<file path="src/rtl/core/assert_macros.svh">
// assertion macros shared by the angle pipeline modules
// expects clk and arst_n in the scope of each use
`ifndef ASSERT_MACROS_SVH
`define ASSERT_MACROS_SVH

// property checked on every rising edge outside reset
`define XYA_ASSERT(label, prop, msg) \
	label: assert property (@(posedge clk) disable iff (!arst_n) (prop)) else $error(msg);

// implication checked on every rising edge outside reset
`define XYA_IMPLY(label, ante, cons, msg) \
	label: assert property (@(posedge clk) disable iff (!arst_n) (ante) |-> (cons)) else $error(msg);

`endif

</file>
<file path="src/rtl/core/xya_pkg.sv">
// shared types and constants of the xy to angle pipeline
// no dependencies
package xya_pkg;

	localparam int REG_W           = 12;
	localparam int CFG_IDX_W       = 2;
	localparam int NORM_W          = 41;
	localparam int NORM_STEPS      = 6;
	localparam int ACC_FRAC        = 20;
	localparam int ANGLE_FRAC_BITS = 8;
	localparam int CW              = 44;
	localparam int ZW              = 29;
	localparam int FIXED_W         = 9 + ANGLE_FRAC_BITS;
	localparam int WHOLE_W         = 9;
	localparam int ATAN_LEN        = 24;

	localparam logic [CFG_IDX_W-1:0] REG_X_LOW  = 2'd0;
	localparam logic [CFG_IDX_W-1:0] REG_X_HIGH = 2'd1;
	localparam logic [CFG_IDX_W-1:0] REG_Y_LOW  = 2'd2;
	localparam logic [CFG_IDX_W-1:0] REG_Y_HIGH = 2'd3;

	localparam logic [ZW-1:0] DEG90  = ZW'(90) << ACC_FRAC;
	localparam logic [ZW-1:0] DEG180 = ZW'(180) << ACC_FRAC;
	localparam logic [ZW-1:0] DEG360 = ZW'(360) << ACC_FRAC;
	localparam logic [WHOLE_W-1:0] WHOLE_MAX = WHOLE_W'(360);

	typedef struct packed {
		logic fault;
		logic zero;
		logic negx;
		logic negy;
	} flags_t;

	// atan(2^-i) in degrees with ACC_FRAC fraction bits
	function automatic logic [ZW-1:0] atan_step(input int idx);
		logic [ZW-1:0] v;
		unique case (idx)
			0: v = ZW'(47185920);
			1: v = ZW'(27855475);
			2: v = ZW'(14718068);
			3: v = ZW'(7471121);
			4: v = ZW'(3750058);
			5: v = ZW'(1876857);
			6: v = ZW'(938658);
			7: v = ZW'(469357);
			8: v = ZW'(234682);
			9: v = ZW'(117342);
			10: v = ZW'(58671);
			11: v = ZW'(29335);
			12: v = ZW'(14668);
			13: v = ZW'(7334);
			14: v = ZW'(3667);
			15: v = ZW'(1833);
			16: v = ZW'(917);
			17: v = ZW'(458);
			18: v = ZW'(229);
			19: v = ZW'(115);
			20: v = ZW'(57);
			21: v = ZW'(29);
			22: v = ZW'(14);
			23: v = ZW'(7);
			default: v = '0;
		endcase
		return v;
	endfunction

endpackage

</file>
<file path="src/rtl/core/xya_front.sv">
// range registers, axis centring and span cross-multiply (two stages)
// depends on xya_pkg
module xya_front import xya_pkg::*; #(
	parameter int SAMPLE_BITS = 12
) (
	input  logic                   clk,
	input  logic                   arst_n,
	input  logic                   cfg_we,
	input  logic [CFG_IDX_W-1:0]   cfg_index,
	input  logic [REG_W-1:0]       cfg_data,
	input  logic                   in_valid,
	output logic                   in_ready,
	input  logic [SAMPLE_BITS-1:0] sample_x,
	input  logic [SAMPLE_BITS-1:0] sample_y,
	output logic                   out_valid,
	input  logic                   out_ready,
	output logic [NORM_W-1:0]      out_ax,
	output logic [NORM_W-1:0]      out_ay,
	output flags_t                 out_flags
);

	localparam int MAG_W  = (SAMPLE_BITS > REG_W) ? SAMPLE_BITS : REG_W;
	localparam int DIFF_W = MAG_W + 1;
	localparam int PROD_W = MAG_W + REG_W;

	logic [REG_W-1:0] x_low_q, x_high_q, y_low_q, y_high_q;

	logic [REG_W:0]              sum_x, sum_y;
	logic signed [DIFF_W-1:0]    dx, dy, abs_dx, abs_dy;
	logic signed [REG_W:0]       spx, spy, abs_spx, abs_spy;
	flags_t                      flags_c;

	logic                v1_q, v2_q;
	logic                s1_ready, s2_ready;
	logic [MAG_W-1:0]    mag_dx_s1, mag_dy_s1;
	logic [REG_W-1:0]    mag_spx_s1, mag_spy_s1;
	flags_t              flags_s1, flags_s2;
	logic [PROD_W-1:0]   prod_x, prod_y;
	logic [NORM_W-1:0]   ax_s2, ay_s2;

	always_ff @(posedge clk or negedge arst_n) begin
		if (!arst_n) begin
			x_low_q  <= '0;
			x_high_q <= '1;
			y_low_q  <= '0;
			y_high_q <= '1;
		end else if (cfg_we) begin
			unique case (cfg_index)
				REG_X_LOW:  x_low_q  <= cfg_data;
				REG_X_HIGH: x_high_q <= cfg_data;
				REG_Y_LOW:  y_low_q  <= cfg_data;
				REG_Y_HIGH: y_high_q <= cfg_data;
			endcase
		end
	end

	// truncated midpoint of each range
	assign sum_x = {1'b0, x_low_q} + {1'b0, x_high_q};
	assign sum_y = {1'b0, y_low_q} + {1'b0, y_high_q};

	always_comb begin
		dx = $signed({{(DIFF_W-SAMPLE_BITS){1'b0}}, sample_x})
			- $signed({{(DIFF_W-REG_W){1'b0}}, sum_x[REG_W:1]});
		dy = $signed({{(DIFF_W-SAMPLE_BITS){1'b0}}, sample_y})
			- $signed({{(DIFF_W-REG_W){1'b0}}, sum_y[REG_W:1]});
		spx = $signed({1'b0, x_high_q}) - $signed({1'b0, x_low_q});
		spy = $signed({1'b0, y_high_q}) - $signed({1'b0, y_low_q});
		abs_dx  = dx[DIFF_W-1] ? -dx : dx;
		abs_dy  = dy[DIFF_W-1] ? -dy : dy;
		abs_spx = spx[REG_W] ? -spx : spx;
		abs_spy = spy[REG_W] ? -spy : spy;
		flags_c.fault = (spx == '0) || (spy == '0);
		flags_c.zero  = (dx == '0) && (dy == '0);
		// a centred value of zero never flips the quadrant
		flags_c.negx  = (dx != '0) && (dx[DIFF_W-1] ^ spx[REG_W]);
		flags_c.negy  = (dy != '0) && (dy[DIFF_W-1] ^ spy[REG_W]);
	end

	assign s2_ready = !v2_q || out_ready;
	assign s1_ready = !v1_q || s2_ready;
	assign in_ready = s1_ready;

	always_ff @(posedge clk or negedge arst_n) begin
		if (!arst_n) begin
			v1_q <= 1'b0;
			v2_q <= 1'b0;
		end else begin
			if (s1_ready) v1_q <= in_valid;
			if (s2_ready) v2_q <= v1_q;
		end
	end

	always_ff @(posedge clk) begin
		if (s1_ready) begin
			mag_dx_s1  <= abs_dx[MAG_W-1:0];
			mag_dy_s1  <= abs_dy[MAG_W-1:0];
			mag_spx_s1 <= abs_spx[REG_W-1:0];
			mag_spy_s1 <= abs_spy[REG_W-1:0];
			flags_s1   <= flags_c;
		end
	end

	// x is scaled by the y span and y by the x span
	assign prod_x = mag_dx_s1 * mag_spy_s1;
	assign prod_y = mag_dy_s1 * mag_spx_s1;

	always_ff @(posedge clk) begin
		if (s2_ready) begin
			ax_s2    <= NORM_W'(prod_x);
			ay_s2    <= NORM_W'(prod_y);
			flags_s2 <= flags_s1;
		end
	end

	assign out_valid = v2_q;
	assign out_ax    = ax_s2;
	assign out_ay    = ay_s2;
	assign out_flags = flags_s2;

endmodule

</file>
<file path="config.mk">
export PLATFORM = sky130hd
export DESIGN_NAME = xya_front
export DESIGN_NICKNAME = d
export VERILOG_FILES = /design/src/rtl/core/assert_macros.svh /design/src/rtl/core/xya_pkg.sv /design/src/rtl/core/xya_front.sv
export SDC_FILE = /design/constraint.sdc
export NUM_CORES = 1
export LEC_CHECK = 0
export BUFFER_PORTS_ARGS = -buffer_cell sky130_fd_sc_hd__buf_2
export CAP_MARGIN = 0
export CORE_MARGIN = 2
export CORE_UTILIZATION = 58
export CTS_BUF_LIST = sky130_fd_sc_hd__clkbuf_8
export CTS_CLUSTER_SIZE = 20
export DETAILED_ROUTE_END_ITERATION = 10
export MAX_ROUTING_LAYER = met4
export PLACE_DENSITY = 0.83
export SKIP_LAST_GASP = 1
export SLEW_MARGIN = 30
export SYNTH_ARGS = -nofsm -noshare
export SYNTH_HDL_FRONTEND = slang
export SYNTH_SLANG_ARGS = --single-unit
</file>
<file path="constraint.sdc">
create_clock -name clk -period 5.2 [get_ports clk]
set_clock_uncertainty 0.15 [all_clocks]
set_input_delay 1.3 -clock clk [delete_from_list [all_inputs] [get_ports clk]]
set_output_delay 1.3 -clock clk [all_outputs]
set_load 0.01 [all_outputs]
</file>
Word-level counts from Yosys, hierarchy flattened

Index checks and enable logic that the tools add are counted.

Memories kept: 0
Register bits: 154
Bits in latches: 0
Bits of input ports: 43
ROM bits: 0
RAM bits: 0
Word-level logic and storage cells: 60
Output and inout port bits: 88

Equal/unequal tests: 3
Multiplexer cells: 4
Add/subtract/negate cells: 10
$lt $le $gt $ge: 0
Bitwise gates (word level): 2
Shift operators: 0
Reductions and logical operators: 19
Multiply operators: 2
Divide/modulo/power cells: 0

Operator list:

| cell                                           | count |
|---|---|
| logical NOT 13 bit                             | 4 |
| subtractor 12 x 12 -> 13 bit                   | 4 |
| multiplier 12 x 12 -> 24 bit                   | 2 |
| 2-to-1 mux 12 bit                              | 4 |
| negation 12 bit                                | 4 |
| adder 12 x 12 -> 13 bit                        | 2 |
| nonzero test 13 bit                            | 2 |
| AND reduction 2 bit                            | 4 |
| == test 2 bit (second input constant)          | 2 |
| logical AND 1 bit                              | 3 |
| logical OR 1 bit                               | 3 |
| == test 2 x 1 -> 1 bit (second input constant) | 1 |
| logical NOT 1 bit                              | 2 |
| logical NOT 2 bit                              | 1 |
| bitwise XOR 1 bit                              | 2 |

Depth between registers and ports, before layout

Gate-level depths: netlist of the first run.

Word-level depth: 4
Gate-level depth with buffers: 21
Gate-level depth less buffers: 20

Worst setup path before layout of the first run

OpenSTA, ideal clock, no wires.

Path kind: reg2reg
Start point: register mag_spy_s1[3]
End point: register ax_s2[21] (netlist: out_ax[21]) (data pin)
Path slack: -0.441 ns
Cell stages (with the launch flop): 20
Library setup time: 0.262 ns
Period minus slack after synthesis: 5.641 ns
Data arrival time: 5.229 ns
Data required time: 4.788 ns
Cells stage by stage: edfxtp_1 > clkbuf_1 > nand2_1 > fa_1 > fa_1 > fa_1 > inv_1 > fa_1 > inv_1 > fa_1 > inv_1 > ha_1 > a21o_1 > or3_1 > or3_1 > a31oi_1 > nor3_1 > nor3_1 > a21oi_1 > xor2_1

Cells in the longest elaborated chain, start to end: 1

Ends and longest elaborated chain:

| item                         | RTL line         | source |
|---|---|---|
| start: declaration           | xya_front.sv:36  | `logic [REG_W-1:0] mag_spx_s1, mag_spy_s1;` |
| start signal: assignment     | xya_front.sv:98  | `mag_spy_s1 <= abs_spy[REG_W-1:0];` |
| multiplier 12 x 12 -> 24 bit | xya_front.sv:104 | `assign prod_x = mag_dx_s1 * mag_spy_s1;` |
| via prod_x[21]               | xya_front.sv:38  | `logic [PROD_W-1:0] prod_x, prod_y;` |
| end signal: assignment       | xya_front.sv:109 | `ax_s2 <= NORM_W'(prod_x);` |
| end: declaration             | xya_front.sv:39  | `logic [NORM_W-1:0] ax_s2, ay_s2;` |

The timed path passes the listed nets, and every way through them passes these cells.
A chain may end at the register's enable or synchronous reset.

Worst setup path after layout of the first run

Start point: register mag_spx_s1[3]
End point: register ay_s2[22] (netlist: out_ay[22]) (data pin)

Cells in the longest elaborated chain, start to end: 1

Ends and longest elaborated chain:

| item                         | RTL line         | source |
|---|---|---|
| start: declaration           | xya_front.sv:36  |  |
| start signal: assignment     | xya_front.sv:97  | `mag_spx_s1 <= abs_spx[REG_W-1:0];` |
| multiplier 12 x 12 -> 24 bit | xya_front.sv:105 | `assign prod_y = mag_dy_s1 * mag_spx_s1;` |
| via prod_y[22]               | xya_front.sv:38  |  |
| end signal: assignment       | xya_front.sv:110 | `ay_s2 <= NORM_W'(prod_y);` |
| end: declaration             | xya_front.sv:39  |  |

The timed path passes the listed nets, and every way through them passes these cells.

==> flow_summary.json, run 1 <==
{
  "fin_ws_ps": -341,
  "yosysUniqueCellTypes": 74,
  "fin_crit_sh": 1.07,
  "cp_slowest_cell": "fa_1",
  "avgViaCountPerCell": 5.48,
  "critPathBufInv": 3,
  "multi_input_area_mm2": 0.0129,
  "rows": 65,
  "cts.sinks": 154,
  "cap_violations": 0,
  "h-tree-depth": 4,
  "max_freq_mhz": 180,
  "maxSlewHeadroom": 0.461,
  "cts-root-buf": "clkbuf_8",
  "holdBufCountCts": 0,
  "netlist_area_mm2": 0.0186,
  "die_height_um": 183,
  "cts_buffer_depth": 2,
  "min_period_ps": 5540,
  "gp_congestion": 0.885,
  "rsz0062_at_grt": "true",
  "register_area_mm2": 0.00440,
  "avgSynthCellArea_um2": 9.58,
  "vias": 13897,
  "grt_max_degree": 54,
  "cts_tree": "done",
  "fp.dieW_um": 183,
  "cp-end-kind": "register",
  "drv_slew": 0,
  "drt-initial-drc-count": 795,
  "grt-ovfl-total": 0,
  "path_cells": "nand2_2 > fa_1 > inv_1 > fa_1 > inv_1 > fa_1 > inv_1 > fa_1 > fa_1 > ha_4 > o21a_1 > o21a_1 > a21boi_1 > o31a_1 > or4_1 > a31o_1 > a31oi_1 > xnor2_1",
  "cp_data_arrival_time_ps": 5640,
  "final_hold_viol_count": 0,
  "synth_top_area_frac": 0.222,
  "synth_edf_count": 104,
  "critPathKind": "register to register",
  "yosys-top-cells-area": "fa_1 22%, edfxtp_1 17%, ha_1 13%",
  "antenna_found_initial": 1,
  "startpoint_type": "register",
  "ios": 131,
  "worstPathRequired_ps": 5300,
  "drtAntennaViolNets": 0,
  "failed_checks": "negative setup slack",
  "synthArstFlopShare": 0.325,
  "nets": 2571,
  "max_stage_delay_ps": 560,
  "setup_viol": 14,
  "synthesis.instances": 1943,
  "grt_pass1_vias": 14262,
  "synthFlopType": "edfxtp_1",
  "insertion_delay_ps": 510,
  "dr.pass1.iters": 6,
  "nFillCells": 2474,
  "cts_buffers": 17,
  "drive_gt1_frac": 0.194,
  "wirelength_um": 40900,
  "holdWs_ps": 280,
  "synth_top_area_cell": "fa_1",
  "yosysWarnings": 0,
  "area_growth_pct": 12.6,
  "routedWlPerCell_um": 16.1,
  "worstHoldPathType": "register to register",
  "path_clk_slew_ps": 100,
  "grt_use_total": 0.259,
  "grt_pass1_wl_um": 67600,
  "cpMostUsedCell": "fa_1",
  "initial_core_util": 0.590,
  "crit_fanout": 5,
  "portBuffers": 96,
  "hpwl_um": 32900,
  "critical-path-top-delay-family": "adder cells",
  "ys_seq_elements": 154,
  "tightest_slew_ps": 807,
  "status": "finished with violations",
  "die_area_mm2": 0.0335,
  "drc": 0,
  "ys_seq_area_frac": 0.237,
  "core_mm2": 0.0316
}
[stage by stage]
step           setup TNS [ps]  utilization  worst slack (ps)  instances  instance area, µm²
2_1_floorplan            -549            -              -193       1976               18800
3_3_place_gp            -2230        0.636              -327       2481               20100
3_5_place_dp            -3370        0.636              -424       2481               20100
4_1_cts                 -1690        0.657              -422       2527               20700
5_1_grt                 -4790        0.664              -510       2538               20900
6_report                -2110        0.664              -341       2538               20900
[per-layer routing]
metal | share of wire | global-route usage
met5 | 0 | -
met4 | 0.022 | 0.0736
met3 | 0.046 | 0.0387
met2 | 0.49 | 0.436
met1 | 0.44 | 0.328
[repair_timing]
| action | in CTS | in global routing |
|---|---|---|
| setup endpoints to repair | 15 | 18 |
| hold endpoints to repair | 0 | 0 |
| cloned | 0 | 0 |
| setup buffers | 14 | 12 |
| resized for setup | 40 | 44 |
| pin swaps | 41 | 40 |
[cell usage in the layout (no fill, tap or decap), types with 6 or more instances in the layout]
master	synthesis	routed
nand2_2	0	8
inv_1	318	309
nand3_1	16	14
o21bai_1	10	10
nor2b_1	14	13
dfstp_2	24	24
xor2_1	32	32
dfrtp_1	26	26
inv_2	0	9
ha_1	200	187
nand2b_1	20	19
ha_4	0	9
and3_1	10	10
clkbuf_8	0	18
and2_1	127	121
inv_6	0	8
o21ai_0	36	35
nor2_1	78	77
o21ai_1	14	12
mux2_2	38	38
buf_2	5	95
nor3_1	30	26
xnor2_1	95	93
a21oi_1	64	60
conb_1	1	34
buf_6	1	11
fa_1	206	195
a211oi_1	7	7
fa_2	0	11
edfxtp_1	104	104
and2_4	0	6
nand2_1	214	206
o21a_1	15	15
a21o_1	22	22
a31oi_1	19	18
buf_4	35	125
or3_1	8	6
[worst paths after layout]
check	from	end	slack (ps)	cells after the start
worst max-delay path	mag_spx_s1[3]	out_ay[22]	-340	18
min in group asynchronous	arst_n	v1_q	650	1
worst min-delay path	flags_s1[1]	out_flags[1]	280	0
worst min register to register	flags_s1[1]	out_flags[1]	280	0
max in group asynchronous	arst_n	y_low_q[10]	3800	1
worst max register to register	mag_spx_s1[3]	out_ay[22]	-340	18
[kinds of logic after synthesis]
logic type / after synthesis / share of synthesized area
flops: 154 / 0.237
other cells: 1 / 0.000201
xor+xnor: 127 / 0.0598
buf+inv: 423 / 0.0931
simple gates: 550 / 0.144
fa+ha+maj: 406 / 0.356
mux: 41 / 0.0247
compound gates: 241 / 0.0852
[cells in the mapped netlist, types with 7 or more instances]
master and number:
o21bai_1 10, o21ai_0 36, o21ai_1 14, xnor2_1 95, inv_1 318, nor2b_1 14
or3_1 8, buf_4 35, edfxtp_1 104, fa_1 206, and3_1 10, and2_1 127
mux2_2 38, nand2_1 214, xor2_1 32, nand2b_1 20, nand3_1 16, nor2_1 78
o21a_1 15, a31oi_1 19, a211oi_1 7, clkbuf_1 61, a21oi_1 64, dfrtp_1 26
ha_1 200, a21o_1 22, nor3_1 30, dfstp_2 24
[cell type report]
cell class | instances | area share
sequential | 154 | 0.210
timing repair buffer | 232 | 0.0736
multi-input combinational | 1399 | 0.618
clock buffer | 18 | 0.0118
tap | 402 | 0.0240
inverter | 318 | 0.0570
antenna | 1 | 0.000119
clock inverter | 14 | 0.00514
Power of run 1 is not shown: default switching activity piles up to over one toggle a cycle in this logic, so the estimate is an artifact.
==> run 2: changes to the inputs <==
Settings changed: CORE_UTILIZATION 58 to 69, PLACE_DENSITY 0.83 to 0.92.
Clock period 5.2 ns to 6.9 ns, I/O delays scaled along.
==> flow_summary.json, run 2 (synthesis gave the netlist of run 1 again) <==
{
  "final_cell_mix": "318 x inv_1, 214 x nand2_1, 206 x fa_1",
  "wl_met1_um": 16500,
  "fin_area_mm2": 0.0196,
  "max_stage_delay_ps": 600,
  "fp.dieW_um": 168,
  "drtAntennaViolNets": 0,
  "die_area_mm2": 0.0283,
  "critical-path-top-delay-family": "adder cells",
  "fin_crit_sh": 0.890,
  "final_common_cell": "inv_1",
  "cts_buffers": 17,
  "drive_gt1_frac": 0.106,
  "holdPathStages": 0,
  "n_antenna_cell": 0,
  "status": "finished clean",
  "path_cells": "nand2_1 > fa_1 > fa_1 > fa_1 > inv_1 > fa_1 > inv_1 > fa_1 > inv_1 > ha_1 > a21o_1 > or3_1 > or3_1 > a31oi_1 > nor3_1 > nor3_1 > a21oi_1 > xor2_1",
  "max_freq_mhz": 163,
  "area_growth_pct": 5.28,
  "core_mm2": 0.0267,
  "drt-initial-drc-count": 993,
  "dr.pass1.iters": 5,
  "wl_met2_um": 20600,
  "nets": 2439,
  "tightest_slew_ps": 909,
  "cpMostUsedCell": "fa_1",
  "grt_pass1_wl_um": 67100,
  "grt-ovfl-total": 0,
  "grt_use_total": 0.306,
  "cp_data_arrival_time_ps": 6230,
  "insertion_delay_ps": 490,
  "grt_max_degree": 51,
  "cts_resized": 0,
  "rsz0062_at_grt": "false",
  "grt_pass1_vias": 14125,
  "holdBufCountCts": 0,
  "path_clk_slew_ps": 90,
  "post_cts_buffers": 0,
  "initial_core_util": 0.696,
  "crit_fanout": 12,
  "hpwl_um": 32200,
  "cts_buffer_depth": 2,
  "gp_congestion": 0.924,
  "routed.top_layer": "met4",
  "tns_ps": 0,
  "antenna_found_initial": 0,
  "cts.sinks": 154,
  "critPathKind": "register to register",
  "reg2regPathDepth": 18,
  "drc": 0,
  "die_height_um": 168,
  "cap_violations": 0,
  "worstHoldPathType": "register to register",
  "critPathBufInv": 3,
  "startpoint_type": "register",
  "post-place-ws_ps": 772,
  "min_period_ps": 6140,
  "maxSlewHeadroom": 0.394,
  "ios": 131,
  "cp-end-kind": "register",
  "cts-root-buf": "clkbuf_8",
  "worstPathRequired_ps": 6990,
  "rows": 60,
  "wl_met3_um": 2300,
  "vias": 13648,
  "h-tree-depth": 4,
  "cts_tree": "done",
  "cp.depth": 18,
  "avgViaCountPerCell": 5.82,
  "portBuffers": 96,
  "cp_slowest_cell": "edfxtp_1",
  "routedWlPerCell_um": 17.3,
  "final_hold_viol_count": 0,
  "dpl_cell_area_mm2": 0.0191,
  "setup_viol": 0,
  "drv_slew": 0,
  "fin_ws_ps": 760,
  "wirelength_um": 40600
}
-- run 2: per-stage QoR --
step | utilization | cells | hold slack (ps)
detailed placement | 0.716 | 2312 | 270
floorplan | - | 1976 | 250
CTS | 0.733 | 2344 | 291
finish | 0.733 | 2344 | 288
global placement | 0.716 | 2312 | 254
global route | 0.733 | 2344 | 291
-- run 2: layout make-up --
class | instances | area (µm²)
multi-input combinational | 1399 | 12600
fill | 1856 | 7130
sequential | 154 | 4400
inverter | 318 | 1190
timing repair buffer | 100 | 513
tap | 341 | 427
clock buffer | 18 | 248
clock inverter | 14 | 204
-- run 2: path summary, 6_finish.rpt --
kind	start	end	slack (ps)
worst max-delay path	mag_spy_s1[3]	out_ax[21]	760
worst min-delay path	flags_s1[2]	out_flags[2]	290
worst max register to register	mag_spy_s1[3]	out_ax[21]	760
worst min register to register	flags_s1[2]	out_flags[2]	290
max in group asynchronous	arst_n	v1_q	5080
min in group asynchronous	arst_n	x_low_q[9]	1090
-- run 2: routing by layer --
layer / track usage / vias to the layer above
met3: 0.0402 / 98
met5: - / -
met1: 0.380 / 6762
met4: 0.0937 / 0
li1: - / 6288
met2: 0.527 / 500
-- run 2: worst register-to-register path: cells and delay by family (launching register included) --
kind                       cells  cell delay [ps]
and+or+nand+nor                5             1330
xor gates and xnor gates       1              160
adders and majority gates      6             2860
AOI/OAI and AO/OA              3              670
buffers and inverters          3              140
DFF                            1              600
Power of run 2 is left out for the same reason.
==> run 3: changes to the inputs <==
Settings changed: PLACE_DENSITY 0.92 to 0.89.
==> flow_summary.json, run 3 (synthesis gave the netlist of run 1 again) <==
{
  "worstHoldPathType": "register to register",
  "fin_crit_sh": 0.897,
  "critPathKind": "register to register",
  "portBuffers": 96,
  "drive_gt1_frac": 0.107,
  "final_hold_viol_count": 0,
  "cts_buffers": 17,
  "cts_tree": "done",
  "fin_cells": 2345,
  "grt_pass1_vias": 13958,
  "path_cells": "nand2_1 > fa_1 > fa_1 > fa_1 > inv_1 > fa_1 > inv_1 > fa_1 > inv_1 > ha_1 > a21o_1 > or3_1 > or3_1 > a31oi_1 > nor3_1 > nor3_1 > a21oi_1 > xor2_1",
  "min_period_ps": 6190,
  "tns_ps": 0,
  "cts_buffer_depth": 2,
  "reg2regPathDepth": 18,
  "cts-root-buf": "clkbuf_8",
  "die_area_mm2": 0.0283,
  "grt_pass1_wl_um": 65900,
  "reg2reg_from": "mag_spy_s1[3]",
  "grt-ovfl-total": 0,
  "dpl_cell_area_mm2": 0.0191,
  "vias": 13527,
  "routedWlPerCell_um": 17.0,
  "cts_resized": 0,
  "r2r_setup_slack_ps": 710,
  "crit_end": "out_ax[21]",
  "grt_use_total": 0.298,
  "nets": 2440,
  "path_clk_slew_ps": 110,
  "insertion_delay_ps": 470,
  "initial_core_util": 0.696,
  "cp_slowest_cell": "edfxtp_1",
  "crit_fanout": 12,
  "n_antenna_cell": 0,
  "status": "finished clean",
  "hpwl_um": 31900,
  "post_cts_buffers": 0,
  "rows": 60,
  "cpMostUsedCell": "fa_1",
  "core_mm2": 0.0267,
  "final_common_cell": "inv_1",
  "tightest_slew_ps": 959,
  "holdBufCountCts": 0,
  "antenna_found_initial": 0,
  "ios": 131,
  "fin_area_mm2": 0.0196,
  "wirelength_um": 39800,
  "cts.sinks": 154,
  "avgViaCountPerCell": 5.77,
  "dr.pass1.iters": 5,
  "drv_slew": 0,
  "drc": 0,
  "fp.dieW_um": 168,
  "setup_viol": 0,
  "worstPathRequired_ps": 6990,
  "die_height_um": 168,
  "drtAntennaViolNets": 0,
  "h-tree-depth": 4,
  "max_freq_mhz": 161,
  "drt-initial-drc-count": 998,
  "grt_max_degree": 54,
  "final_cell_mix": "318 x inv_1, 214 x nand2_1, 206 x fa_1",
  "place_inst": 2313,
  "area_growth_pct": 5.06,
  "min_from": "flags_s1[3]",
  "rr_endpoint": "out_ax[21]",
  "max_stage_delay_ps": 600,
  "cap_violations": 0,
  "rsz0062_at_grt": "false",
  "nFillCells": 1902,
  "gp_congestion": 0.936,
  "cp-startpoint": "mag_spy_s1[3]",
  "maxSlewHeadroom": 0.360,
  "cp_data_arrival_time_ps": 6280,
  "cp-end-kind": "register",
  "startpoint_type": "register"
}
## run 3: worst min path at each step
stage,depth (start not counted),slack [ps],to
2_1_floorplan,0,250,out_flags[0]
3_3_place_gp,0,260,out_flags[3]
3_5_place_dp,0,260,out_flags[3]
4_1_cts,0,290,out_flags[3]
5_1_grt,0,300,out_flags[3]
6_report,0,290,out_flags[3]
## run 3: layout make-up
| class | count | area, µm² | share of cell area |
|---|---|---|---|
| Tap cell | 341 | 427 | 0.0218 |
| Multi-Input combinational cell | 1399 | 12600 | 0.645 |
| Timing Repair Buffer | 101 | 518 | 0.0265 |
| Clock buffer | 18 | 248 | 0.0127 |
| Sequential cell | 154 | 4400 | 0.225 |
| Clock inverter | 14 | 158 | 0.00806 |
| Inverter | 318 | 1190 | 0.0610 |
## run 3: critical path: cells and delay by family (launching register included)
| family | cells | cell delay [ps] |
|---|---|---|
| adders and majority gates | 6 | 2850 |
| and+or+nand+nor | 5 | 1380 |
| AOI/OAI and AO/OA | 3 | 680 |
| DFF | 1 | 600 |
| xor gates and xnor gates | 1 | 170 |
| buffers and inverters | 3 | 140 |
## run 3: per-layer routing
layer  GRT usage  wire (µm)
met1       0.381      17100
met2       0.510      20000
met3      0.0287       1860
met4      0.0851        897
met5           -          0
## run 3: stage by stage
step,hold slack (ps),setup WS (ps),utilization
detailed placement,256,727,0.716
floorplan,250,1260,-
CTS,291,742,0.732
finish,286,708,0.732
global placement,259,888,0.716
global route,302,501,0.732
Power of run 3 is left out for the same reason.
