==> config.mk <==
export PLATFORM = sky130hd
export DESIGN_NAME = xya_cordic_cell
export DESIGN_NICKNAME = d
export VERILOG_FILES = /design/src/rtl/core/assert_macros.svh /design/src/rtl/core/xya_pkg.sv /design/src/rtl/core/xya_cordic_cell.sv
export SDC_FILE = /design/constraint.sdc
export NUM_CORES = 1
export LEC_CHECK = 0
export ABC_AREA = 1
export BUFFER_PORTS_ARGS = -buffer_cell sky130_fd_sc_hd__buf_4
export CORE_MARGIN = 8
export CORE_UTILIZATION = 45
export CTS_BUF_LIST = sky130_fd_sc_hd__clkbuf_2
export DETAILED_ROUTE_END_ITERATION = 16
export GPL_ROUTABILITY_DRIVEN = 0
export PLACE_DENSITY = 0.66
export SYNTH_ARGS = -nofsm -noshare
export SYNTH_HDL_FRONTEND = slang
export SYNTH_SLANG_ARGS = --single-unit
export TNS_END_PERCENT = 100
==> constraint.sdc <==
create_clock -name clk -period 9.2 [get_ports clk]
set_clock_uncertainty 0.15 [all_clocks]
set_input_delay 0.46 -clock clk [delete_from_list [all_inputs] [get_ports clk]]
set_output_delay 0.46 -clock clk [all_outputs]
set_load 0.005 [all_outputs]
==> src/rtl/core/assert_macros.svh <==
// assertion macros shared by the angle pipeline modules
// expects clk and arst_n in the scope of each use
`ifndef ASSERT_MACROS_SVH
`define ASSERT_MACROS_SVH

// property checked on every rising edge outside reset
`define XYA_ASSERT(label, prop, msg) \
	label: assert property (@(posedge clk) disable iff (!arst_n) (prop)) else $error(msg);

// implication checked on every rising edge outside reset
`define XYA_IMPLY(label, ante, cons, msg) \
	label: assert property (@(posedge clk) disable iff (!arst_n) (ante) |-> (cons)) else $error(msg);

`endif

==> src/rtl/core/xya_pkg.sv <==
// shared types and constants of the xy to angle pipeline
// no dependencies
package xya_pkg;

	localparam int REG_W           = 12;
	localparam int CFG_IDX_W       = 2;
	localparam int NORM_W          = 41;
	localparam int NORM_STEPS      = 6;
	localparam int ACC_FRAC        = 20;
	localparam int ANGLE_FRAC_BITS = 8;
	localparam int CW              = 44;
	localparam int ZW              = 29;
	localparam int FIXED_W         = 9 + ANGLE_FRAC_BITS;
	localparam int WHOLE_W         = 9;
	localparam int ATAN_LEN        = 24;

	localparam logic [CFG_IDX_W-1:0] REG_X_LOW  = 2'd0;
	localparam logic [CFG_IDX_W-1:0] REG_X_HIGH = 2'd1;
	localparam logic [CFG_IDX_W-1:0] REG_Y_LOW  = 2'd2;
	localparam logic [CFG_IDX_W-1:0] REG_Y_HIGH = 2'd3;

	localparam logic [ZW-1:0] DEG90  = ZW'(90) << ACC_FRAC;
	localparam logic [ZW-1:0] DEG180 = ZW'(180) << ACC_FRAC;
	localparam logic [ZW-1:0] DEG360 = ZW'(360) << ACC_FRAC;
	localparam logic [WHOLE_W-1:0] WHOLE_MAX = WHOLE_W'(360);

	typedef struct packed {
		logic fault;
		logic zero;
		logic negx;
		logic negy;
	} flags_t;

	// atan(2^-i) in degrees with ACC_FRAC fraction bits
	function automatic logic [ZW-1:0] atan_step(input int idx);
		logic [ZW-1:0] v;
		unique case (idx)
			0: v = ZW'(47185920);
			1: v = ZW'(27855475);
			2: v = ZW'(14718068);
			3: v = ZW'(7471121);
			4: v = ZW'(3750058);
			5: v = ZW'(1876857);
			6: v = ZW'(938658);
			7: v = ZW'(469357);
			8: v = ZW'(234682);
			9: v = ZW'(117342);
			10: v = ZW'(58671);
			11: v = ZW'(29335);
			12: v = ZW'(14668);
			13: v = ZW'(7334);
			14: v = ZW'(3667);
			15: v = ZW'(1833);
			16: v = ZW'(917);
			17: v = ZW'(458);
			18: v = ZW'(229);
			19: v = ZW'(115);
			20: v = ZW'(57);
			21: v = ZW'(29);
			22: v = ZW'(14);
			23: v = ZW'(7);
			default: v = '0;
		endcase
		return v;
	endfunction

endpackage

==> src/rtl/core/xya_cordic_cell.sv <==
// one vectoring micro-rotation of the cordic chain
// depends on xya_pkg
module xya_cordic_cell import xya_pkg::*; #(
	parameter int IDX = 0
) (
	input  logic                 clk,
	input  logic                 arst_n,
	input  logic                 in_valid,
	output logic                 in_ready,
	input  logic signed [CW-1:0] in_x,
	input  logic signed [CW-1:0] in_y,
	input  logic signed [ZW-1:0] in_z,
	input  flags_t               in_flags,
	output logic                 out_valid,
	input  logic                 out_ready,
	output logic signed [CW-1:0] out_x,
	output logic signed [CW-1:0] out_y,
	output logic signed [ZW-1:0] out_z,
	output flags_t               out_flags
);

	localparam logic signed [ZW-1:0] ATAN = signed'(atan_step(IDX));

	logic signed [CW-1:0] xs, ys, x_n, y_n, x_q, y_q;
	logic signed [ZW-1:0] z_n, z_q;
	logic                 valid_q;
	flags_t               flags_q;

	assign xs = in_x >>> IDX;
	assign ys = in_y >>> IDX;

	// rotate towards the x axis; y of zero counts as above it
	always_comb begin
		if (!in_y[CW-1]) begin
			x_n = in_x + ys;
			y_n = in_y - xs;
			z_n = in_z + ATAN;
		end else begin
			x_n = in_x - ys;
			y_n = in_y + xs;
			z_n = in_z - ATAN;
		end
	end

	assign in_ready = !valid_q || out_ready;

	always_ff @(posedge clk or negedge arst_n) begin
		if (!arst_n) begin
			valid_q <= 1'b0;
		end else if (in_ready) begin
			valid_q <= in_valid;
		end
	end

	always_ff @(posedge clk) begin
		if (in_ready) begin
			x_q     <= x_n;
			y_q     <= y_n;
			z_q     <= z_n;
			flags_q <= in_flags;
		end
	end

	assign out_valid = valid_q;
	assign out_x     = x_q;
	assign out_y     = y_q;
	assign out_z     = z_q;
	assign out_flags = flags_q;

endmodule

-- Word level (Yosys, flattened, before mapping)
Index checks and enable logic that the tools add are counted.
- register bits after elaboration: 122
- latch bits: 0
- memory bits (writable): 0
- memory bits (read-only): 0
- input port bits: 125
- word-level logic and storage cells: 18
- memories: 0
- $add $sub $neg: 5
- multiply operators: 0
- divide/modulo/power cells: 0
- magnitude comparators: 0
- equal/unequal tests: 0
- shift-type cells: 0
- mux-type cells: 3
- bitwise gates (word level): 0
- reduce and logical (&&, ||, !) cells: 2
- operator list (cell ; count):
    $mux W44 ; 2
    $sub A44 B44 Y44 ; 2
    $add A44 B44 Y44 ; 1
    $add A29 B27 Y29 const B ; 1
    $mux W29 ; 1
    $sub A29 B27 Y29 const B ; 1
    $logic_not A1 Y1 ; 1
    $logic_or A1 B1 Y1 ; 1

-- Depth between registers and ports, before layout
Gate-level depths: netlist of the first run.
- depth after elaboration: 2
- mapped depth: 17
- depth with buffers taken out: 16

-- Worst setup path before layout of the first run
No wires, ideal clock.
- path type: input to register
- start point: in out_ready
- end point: reg flags_q, in the netlist out_flags[0] (enable)
- library setup time: 487 ps
- data arrival time: 3067 ps
- data required time: 8563 ps
- setup slack: 5497 ps
- stages: 2
- buffers on the path: 0
- cells stage by stage: inv_1 > nand2_1
- word-level cells in the longest chain between the ends: 1
- ends and longest elaborated chain (item ; RTL line ; source):
    start, declared ; xya_cordic_cell.sv:15 ; input logic out_ready,
    $logic_or A1 B1 Y1 ; xya_cordic_cell.sv:45 ; assign in_ready = !valid_q || out_ready;
    via in_ready ; xya_cordic_cell.sv:9 ; output logic in_ready,
    end signal, assigned ; xya_cordic_cell.sv:60 ; flags_q <= in_flags;
    end, declared ; xya_cordic_cell.sv:27 ; flags_t flags_q;
The timed path passes the listed nets, and every way through them passes these cells.
A chain may end at the register's enable or synchronous reset.

-- Worst setup path after layout of the first run
- start point: reg valid_q (netlist: out_valid)
- end point: out in_ready
- word-level cells in the longest chain between the ends: 2
- ends and longest elaborated chain (item ; RTL line ; source):
    start, declared ; xya_cordic_cell.sv:26 ; logic valid_q;
    start signal, assigned ; xya_cordic_cell.sv:51 ; valid_q <= in_valid;
    $logic_not A1 Y1 ; xya_cordic_cell.sv:45 ;
    $logic_or A1 B1 Y1 ; xya_cordic_cell.sv:45 ;
    end, declared ; xya_cordic_cell.sv:9 ;
Every way passes these cells.

==> results.py, run 1 <==
metrics = {
    "floorplanning": {
        "start_util_pct": 45.38,
        "fp.dieH_um": 199.2,
        "coreArea_sq_um": 33280,
        "rows": 67,
        "boundaryPins": 248,
        "die_w_um": 199.2,
        "dieArea_sq_um": 39680,
    },
    "final_layout": {
        "nets": 3010,
        "final_area_sq_um": 17780,
        "areaGrowthSynthToFinish_pct": 17.74,
        "drive_above_1_share_pct": 11.93,
    },
    "run_status": {
        "outcome": "completed",
    },
    "critical_path": {
        "worstPathRequired_ps": 8590,
        "critPathLaunchType": "flop",
        "cp-end-kind": "primary output",
        "rrSetupSlack_ps": 6840,
        "critPathArrivalTime_ps": 2880,
        "path_class": "flop to primary output",
        "cp_max_fo": 63,
    },
    "synthesis": {
        "syn_nets": 2763,
        "yosysUniqueCellTypes": 42,
        "synth_flop_cell": "edfxtp_1",
        "synthCells": 2498,
        "ys_seq_elements": 121,
        "synth_edf_count": 120,
        "avgSynthCellArea_sq_um": 6.046,
        "ys_warn_count": 0,
        "async_flop_share_pct": 0.8264,
        "synth_area_sq_um": 15100,
        "ys_seq_area_share_pct": 24.03,
    },
    "global_route": {
        "antenna_found_initial": 2,
        "grt_max_degree": 89,
        "globalRoute.totalOverflow": 0,
        "first_global_vias": 16210,
        "grtUsageTotal_pct": 27.95,
        "grt_first_pass_wirelength_um": 85390,
    },
    "clocking": {
        "clk_latency_ps": 760,
        "cts_hold_buf": 38,
        "cts_buffers": 17,
        "cts.sinks": 121,
        "clock_path_buffers": 2,
        "cts.repair.resized": 0,
        "cts_root_buf": "clkbuf_2",
        "h-tree-depth": 4,
        "cts_tree": "built",
        "path_clk_slew_ps": 190,
        "post_cts_buffers": 0,
    },
    "sta": {
        "fin_crit_sh_pct": 37.99,
        "tns_ps": 0,
        "final_hold_viol_count": 0,
        "maxSlewViolCount": 0,
        "tightest_slew_ps": 1059,
        "timing.hold.ws_ps": 69.77,
        "rsz0062_at_grt": "false",
        "max-slew-margin-rel_pct": 29.43,
        "setup_viol": 0,
        "max_freq_mhz": 286.1,
        "period_minus_slack_ps": 3495,
    },
    "pwr": {
        "p_int_mw": 1.190,
        "p_comb_share_pct": 47.1,
        "vdd_ir_drop_max_mv": 0.06544,
        "switching_share_pct": 43.70,
        "switchingPower_mw": 0.9235,
        "powerDensity_nw_per_um2": 118.8,
        "p_seq_share_pct": 34.6,
        "p_leak_nw": 9.882,
        "pwr-share-clk_pct": 18.3,
    },
    "detailed_routing": {
        "routed_via_density": 5.340,
        "drt_iter0_markers": 1741,
        "drt-pass1-iter-count": 7,
        "dr_wl_met3_um": 5775,
        "vias": 17130,
        "drc": 0,
        "wl_met1_um": 22770,
        "wl_um": 57090,
        "highest_layer": "met5",
        "wire_per_inst_um": 17.80,
        "drtAntennaViolNets": 0,
        "met2_length_um": 25660,
    },
    "worst_hold_path": {
        "hold_class": "input pin to flop",
    },
    "place": {
        "portBuffers": 247,
        "place_hpwl_um": 46570,
        "dpl_cell_area_sq_um": 17170,
    },
    "flow_run": {
        "cap_violations": 0,
    },
}
-- state kept, by name, summed over array words and instances, names as in the netlist --
signal,cells
out_flags,4
out_y,43
out_valid,1
out_x,44
out_z,29
-- layout by cell type (no fill, tap or decap), drive strengths merged, types with 3 or more instances in the layout --
master,count
nand2,916
inv,471
buf,250
nor2,242
nand3,225
ha,136
a21oi,124
edfxtp,120
o21ai,74
dlygate4sd3,38
xor2,33
o21bai,30
nand4,20
clkbuf,17
nor3,10
o22ai,9
nand3b,6
clkinv,6
and2,5
fa,4
or2,4
xnor2,3
clkinvlp,3
o211ai,3
-- synthesized netlist by cell type (8+ instances only) --
master | instances | area (sq um)
nor2_1 | 222 | 833.3
edfxtp_1 | 120 | 3603
xor2_1 | 33 | 289.0
buf_4 | 30 | 225.2
nor3_1 | 10 | 50.05
a21oi_1 | 120 | 600.6
o21bai_1 | 30 | 225.2
nand3_1 | 223 | 1116
ha_1 | 136 | 1702
nand4_1 | 20 | 125.1
nor2_2 | 19 | 118.9
inv_1 | 465 | 1745
o22ai_1 | 9 | 56.30
nand2_1 | 904 | 3393
clkbuf_1 | 9 | 33.78
o21ai_1 | 8 | 40.04
o21ai_0 | 60 | 300.3
buf_2 | 17 | 85.08
nand2_2 | 12 | 75.07
-- worst max-delay path: stages, from the launching register on --
cell,delay (ps)
dfrtp_1,450
nand2_4,610
buf_4,750
buf_4,230
-- routing by layer --
layer | vias to the layer above | GRT usage, %
li1 | 8244 | -
met4 | 2 | 13.12
met1 | 7749 | 35.06
met5 | - | 0
met2 | 945 | 46.53
met3 | 186 | 4.412
-- stage by stage --
| step | total power [mW] | worst slack (ps) | instances | util [%] |
|---|---|---|---|---|
| 3_5_place_dp | 1.698 | 5789 | 3136 | 51.58 |
| 5_1_grt | 2.237 | 5486 | 3207 | 53.43 |
| 4_1_cts | 2.099 | 5587 | 3206 | 53.42 |
| 3_3_place_gp | 1.687 | 5779 | 3136 | 51.58 |
| 2_1_floorplan | 1.319 | 5497 | 2498 | - |
| 6_report | 2.113 | 5705 | 3207 | 53.43 |
-- path summary, 6_finish.rpt --
kind	from	end	cells past startpoint
max	out_valid	in_ready	3
min	in_z[23]	out_z[23]	3
max reg2reg	out_valid	out_y[12]	2
min reg2reg	out_valid	out_valid	2
max in group asynchronous	arst_n	out_valid	3
min in group asynchronous	arst_n	out_valid	3
-- final cells by class --
class	instances	area, sq um
timing repair buffer	288	2257
multi-input combinational	1850	9346
antenna	1	2.502
sequential	121	3628
inverter	467	1753
tap	448	560.5
clock buffer	17	85.08
fill	3336	15500
clock inverter	15	147.6
-- cell families after synthesis --
kind of cell	count (synthesis)	share of synthesized area (%)
AOI/OAI and AO/OA	242	9.006
xor gates and xnor gates	36	2.088
adders and majority gates	140	11.80
buffers and inverters	527	14.13
DFF	121	24.03
muxes	3	0.2071
and+or+nand+nor	1429	38.74
-- power groups by stage --
stage,clock network [mW],logic (mW),registers (mW)
after global routing,0.413,1.08,0.740
after detailed placement,0,0.953,0.744
final,0.386,0.995,0.731
after floorplan,0,0.565,0.753
after global placement,0,0.943,0.743
after CTS,0.395,0.972,0.733
Power figures use the tool's default switching activity.
==> run 2, diff against run 1 <==
Settings changed: ABC_AREA 1 to 0, PLACE_DENSITY 0.66 to 0.68.
Clock period 9.2 ns to 3.6 ns, I/O delays scaled along.
==> results.py, run 2 <==
metrics = {
    "run_status": {
        "outcome": "completed",
    },
    "critical_path": {
        "cp-end-kind": "flop",
        "r2r_start": "out_valid",
        "cp-startpoint": "in_y[8]",
        "worstPathCellList": "dlygate4sd3_1 > buf_4 > ha_1 > buf_4 > a21oi_1 > o21ai_1 > a21oi_1 > o221ai_1 > a21oi_1 > o21ai_2 > a31oi_1 > o211a_1 > a21oi_1 > xor2_1 > dlygate4sd3_1",
        "ff2ff_path_depth": 2,
        "path_class": "input pin to flop",
        "cp_common_cell": "a21oi_1",
        "rrSetupSlack_ps": 1790,
        "critPathLaunchType": "input pin",
        "critical-path-slowest-cell": "dlygate4sd3_1",
        "worstPathRequired_ps": 3970,
        "r2r-end": "out_x[12]",
        "critPathArrivalTime_ps": 3860,
        "cp_max_fo": 7,
        "max_stage_delay_ps": 550,
    },
    "sta": {
        "tightest_slew_ps": 670.2,
        "max_freq_mhz": 287.1,
        "rsz0062_at_grt": "false",
        "final_hold_viol_count": 0,
        "fin_crit_sh_pct": 96.76,
        "setup_viol": 0,
        "tns_ps": 0,
        "maxSlewViolCount": 0,
        "period_minus_slack_ps": 3483,
        "max-slew-margin-rel_pct": 54.17,
    },
    "synthesis": {
        "synthCells": 1350,
        "synth_area_sq_um": 11610,
        "synthMuxAreaShare_pct": 1.811,
        "synth-simple-area-share_pct": 12.68,
        "syn_nets": 1615,
        "ys_seq_elements": 121,
        "ys_warn_count": 0,
        "yosysUniqueCellTypes": 75,
        "avgSynthCellArea_sq_um": 8.598,
        "synth_xor_area_share_pct": 6.942,
        "synth_flop_cell": "edfxtp_1",
        "ys_seq_area_share_pct": 31.26,
        "yosysTopAreaCellShare_pct": 31.04,
        "synth_area_leader_cell": "edfxtp_1",
        "synth_top_family_by_area": "compound AO/OA/AOI/OAI gates",
        "synth_most_common_cell": "a21oi_1",
        "async_flop_share_pct": 0.8264,
        "synth_common_cells": "a21oi_1, inv_1, ha_1, edfxtp_1, nor2_1",
        "synth-compound-area-share_pct": 25.16,
        "netlist_top_cells_area": "edfxtp_1, ha_1, a21oi_1, xnor2_1, inv_1",
        "synth-adder-area-share_pct": 15.35,
        "synth_edf_count": 120,
    },
    "final_layout": {
        "areaGrowthSynthToFinish_pct": 35.90,
        "nets": 2032,
        "layout_commonest_cell": "buf_4",
        "most-common-layout-cells": "buf_4, a21oi_1, inv_1, ha_1, edfxtp_1",
        "final_area_sq_um": 15770,
        "fin_cells": 2111,
        "largest_reg_flops": 44,
        "drive_above_1_share_pct": 22.92,
        "fill_cells": 2197,
    },
    "pwr": {
        "switching_share_pct": 37.96,
        "p_leak_nw": 7.068,
        "switchingPower_mw": 2.040,
        "pwr-share-clk_pct": 18.8,
        "p_int_mw": 3.334,
        "p_seq_share_pct": 36.0,
        "vdd_ir_drop_max_mv": 0.1848,
        "powerDensity_nw_per_um2": 340.7,
        "p_comb_share_pct": 45.1,
    },
    "detailed_routing": {
        "wire_per_inst_um": 19.60,
        "routed_via_density": 5.728,
        "vias": 12090,
        "drtAntennaViolNets": 0,
        "drt_iter0_markers": 1277,
        "wl_um": 41380,
        "drc": 0,
        "drt-pass1-iter-count": 7,
    },
    "clocking": {
        "cts.sinks": 121,
        "cts_buffers": 17,
        "cts_root_buf": "clkbuf_2",
        "clk_latency_ps": 750,
        "clock_path_buffers": 2,
        "cts_tree": "built",
        "path_clk_slew_ps": 260,
        "h-tree-depth": 4,
    },
    "floorplanning": {
        "dieArea_sq_um": 31190,
        "fp.dieH_um": 176.6,
        "coreArea_sq_um": 25250,
        "die_w_um": 176.6,
        "start_util_pct": 45.96,
        "rows": 58,
        "boundaryPins": 248,
    },
    "global_route": {
        "grtUsageTotal_pct": 25.69,
        "first_global_vias": 11710,
        "globalRoute.totalOverflow": 0,
        "grt_max_degree": 63,
        "antenna_found_initial": 1,
        "grt_first_pass_wirelength_um": 64150,
    },
    "place": {
        "portBuffers": 247,
        "dpl_cell_area_sq_um": 14360,
        "place_inst": 1964,
        "place_hpwl_um": 32170,
    },
    "worst_hold_path": {
        "hold_path_depth": 5,
        "min_to": "out_x[21]",
        "hold_class": "input pin to flop",
        "hold_start": "in_y[20]",
    },
    "flow_run": {
        "cap_violations": 0,
    },
}
## run 2: cell types whose count changed after synthesis, moves of 22 or more
cell	change
xnor2_1	+78
o21ai_0	+24
a21o_1	+24
inv_1	-328
nor2_1	-108
a21oi_1	+66
buf_4	-28
nand2_1	-831
xor2_1	-22
nand3_1	-206
## run 2: power by group through the flow
| stage | registers, mW | logic [mW] | clock network (mW) |
|---|---|---|---|
| after global routing | 1.96 | 2.61 | 1.07 |
| after CTS | 1.94 | 2.38 | 1.03 |
| after global placement | 1.96 | 2.21 | 0 |
| final | 1.94 | 2.42 | 1.01 |
| after floorplan | 1.99 | 1.14 | 0 |
| after detailed placement | 1.97 | 2.23 | 0 |
## run 2: worst max-delay path, delay by kind of cell
kind | cells | cell delay, ps
compound gates | 9 | 1690
buf+inv | 4 | 1440
fa+ha+maj | 1 | 370
xor+xnor | 1 | 170
## run 2: logic make-up after synthesis
group | count (synthesis)
buf+inv | 203
compound gates | 459
xor+xnor | 92
mux | 21
fa+ha+maj | 140
flops | 121
simple gates | 314
## run 2: final cells by class
class	count	area (sq um)	area share [%]
antenna	1	2.502	0.01586
clock inverter	14	162.7	1.031
timing repair buffer	456	3719	23.57
inverter	145	544.3	3.450
tap	330	412.9	2.618
clock buffer	18	90.09	0.5711
sequential	121	3628	23.00
multi-input combinational	1026	7214	45.74
## run 2: per-layer routing
layer | global-route usage, % | wire, um | vias to the layer above
met4 | 7.215 | 969 | 0
met2 | 41.59 | 18830 | 674
li1 | - | - | 5688
met5 | 0 | 0 | -
met1 | 34.40 | 17780 | 5638
met3 | 4.892 | 3808 | 91
## run 2: per-stage QoR
stage | power (mW) | worst slack (ps) | utilization (%) | hold WS [ps]
4_1_cts | 5.343 | 35.18 | 62.35 | 4.105
3_5_place_dp | 4.201 | 85.92 | 56.87 | -194.1
5_1_grt | 5.641 | 50.77 | 62.46 | 19.53
3_3_place_gp | 4.178 | 165.8 | 56.87 | -192.3
2_1_floorplan | 3.134 | 550.0 | - | -265.6
6_report | 5.374 | 116.8 | 62.46 | 10.63
## run 2: how the worst max path moves through the flow
| stage | to | slack, ps | cells after the start |
|---|---|---|---|
| 2_1_floorplan | out_y[38] | 550 | 12 |
| 3_3_place_gp | out_y[38] | 170 | 14 |
| 3_5_place_dp | out_y[34] | 90 | 14 |
| 4_1_cts | out_x[43] | 40 | 15 |
| 5_1_grt | out_x[43] | 50 | 16 |
| 6_report | out_x[43] | 120 | 15 |
## run 2: timing repair
action	in CTS	in global routing
hold buffers	113	0
buffers inserted	0	1
hold endpoints to repair	92	0
gates resized for setup	0	6
endpoints found under the setup margin	0	1
==> run 3, diff against run 2 <==
==> constraint.sdc (replaced) <==
create_clock -name clk -period 3.6 [get_ports clk]
set_clock_uncertainty 0.15 [all_clocks]
set_input_delay 0.54 -clock clk [delete_from_list [all_inputs] [get_ports clk]]
set_output_delay 0.54 -clock clk [all_outputs]
set_load 0.005 [all_outputs]
==> results.py, run 3 (synthesis results as in run 2) <==
metrics = {
    "global_route": {
        "grt_first_pass_wirelength_um": 63850,
        "antenna_found_initial": 2,
        "first_global_vias": 12100,
        "grtUsageTotal_pct": 25.42,
        "grt_max_degree": 76,
        "globalRoute.totalOverflow": 0,
    },
    "floorplanning": {
        "die_w_um": 176.6,
        "rows": 58,
        "dieArea_sq_um": 31190,
        "coreArea_sq_um": 25250,
        "fp.dieH_um": 176.6,
        "boundaryPins": 248,
        "start_util_pct": 45.96,
    },
    "pwr": {
        "p_seq_share_pct": 36.2,
        "switchingPower_mw": 2.008,
        "p_int_mw": 3.350,
        "p_leak_nw": 7.268,
        "pwr-share-clk_pct": 18.1,
        "switching_share_pct": 37.47,
        "powerDensity_nw_per_um2": 339.6,
        "p_comb_share_pct": 45.8,
        "vdd_ir_drop_max_mv": 0.2043,
    },
    "detailed_routing": {
        "vias": 12180,
        "drt-pass1-iter-count": 8,
        "drtAntennaViolNets": 0,
        "drt_iter0_markers": 1181,
        "wire_per_inst_um": 19.09,
        "drc": 0,
        "routed_via_density": 5.684,
        "wl_um": 40900,
    },
    "place": {
        "place_hpwl_um": 32810,
        "pre_cts_ws_ps": -273.8,
        "portBuffers": 247,
    },
    "run_status": {
        "outcome": "completed",
    },
    "final_layout": {
        "fin_util_pct": 62.49,
        "areaGrowthSynthToFinish_pct": 35.95,
        "regArea_sq_um": 3628,
        "fill_cells": 2230,
        "multi_input_area_sq_um": 7197,
        "drive_above_1_share_pct": 28.55,
        "most-common-layout-cells": "buf_4, a21oi_1, inv_1, ha_1, edfxtp_1",
        "largest_reg_flops": 44,
        "nets": 2063,
        "layout_commonest_cell": "buf_4",
    },
    "critical_path": {
        "cp-end-kind": "flop",
        "path_class": "input pin to flop",
        "critPathLaunchType": "input pin",
        "critPathArrivalTime_ps": 3720,
        "worstPathRequired_ps": 3920,
        "r2r_start": "out_valid",
        "cp_max_fo": 4,
        "cp-startpoint": "in_y[0]",
    },
    "sta": {
        "final_hold_viol_count": 0,
        "max_freq_mhz": 293.8,
        "fin_ws_ps": 196.8,
        "period_minus_slack_ps": 3403,
        "maxSlewViolCount": 0,
        "fin_crit_sh_pct": 94.53,
        "max-slew-margin-rel_pct": 50.53,
        "rsz0062_at_grt": "false",
        "tightest_slew_ps": 742.1,
        "setup_viol": 0,
    },
    "clocking": {
        "clock_path_buffers": 2,
        "cts_hold_buf": 29,
        "clk_latency_ps": 710,
        "h-tree-depth": 4,
        "path_clk_slew_ps": 190,
        "post_cts_buffers": 0,
        "cts_buffers": 17,
        "cts.sinks": 121,
        "cts_tree": "built",
        "cts_root_buf": "clkbuf_2",
        "cts.repair.resized": 0,
    },
    "flow_run": {
        "cap_violations": 0,
    },
    "worst_hold_path": {
        "hold_start": "in_z[28]",
        "hold_class": "input pin to flop",
    },
}
==> run 3: cell types whose count changed in the layout (fill, tap and decap cells not counted), sizes merged <==
| cell | delta |
|---|---|
| clkinvlp | -2 |
| clkinv | +5 |
| dlygate4sd3 | -83 |
| inv | -3 |
| diode | +1 |
| buf | +114 |
==> run 3: power groups by stage <==
stage	logic, mW	clock network [mW]	registers (mW)
after CTS	2.42	0.985	1.94
after global placement	2.36	0	1.96
final	2.45	0.968	1.94
after detailed placement	2.38	0	1.97
after floorplan	1.14	0	1.99
after global routing	2.64	1.03	1.96
==> run 3: worst paths after layout <==
check,endpoint,slack [ps],cells after the start
hold reg to reg,out_valid,800,2
max in group asynchronous,out_valid,2720,3
min in group asynchronous,out_valid,480,3
setup / recovery,out_x[42],200,15
hold / removal,out_z[28],110,3
setup reg to reg,out_y[31],1740,2
==> run 3: per-stage QoR <==
step / total power [mW] / hold slack (ps) / TNS (ps) / cell area, sq um / cells
6_report: 5.358 / 105.8 / 0 / 15780 / 2143
4_1_cts: 5.350 / 3.077 / 0 / 15770 / 2140
3_5_place_dp: 4.353 / 175.3 / -3294 / 15240 / 2079
2_1_floorplan: 3.134 / 94.41 / 0 / 11610 / 1350
3_3_place_gp: 4.326 / 173.0 / -1516 / 15240 / 2079
5_1_grt: 5.630 / 54.01 / 0 / 15780 / 2142
==> run 3: cell type report <==
class                           instances  area share [%]
Inverter                              145           3.449
Tap cell                              330           2.617
Sequential cell                       121           22.99
Multi-Input combinational cell       1026           45.61
Timing Repair Buffer                  487           23.80
Clock buffer                           18          0.5709
Antenna cell                            2         0.03172
Clock inverter                         14          0.9277
==> run 3: critical path, stage by stage <==
cell,delay [ps]
buf_4,120
dlygate4sd3_1,570
ha_1,230
fa_1,400
o21ai_1,260
a31oi_1,180
o21ba_2,270
o31ai_1,240
buf_4,160
nand2_1,50
nand3_1,150
a211oi_1,100
a311oi_1,250
buf_4,150
xnor2_1,50
==> run 3: layer usage <==
layer  GRT usage (%)  vias to the layer above  wire [um]
met5               0                        -          0
met2           41.24                      696      18570
met4           8.161                        0        987
met3           5.319                       94       4009
met1           33.30                     5643      17340
li1                -                     5748          -
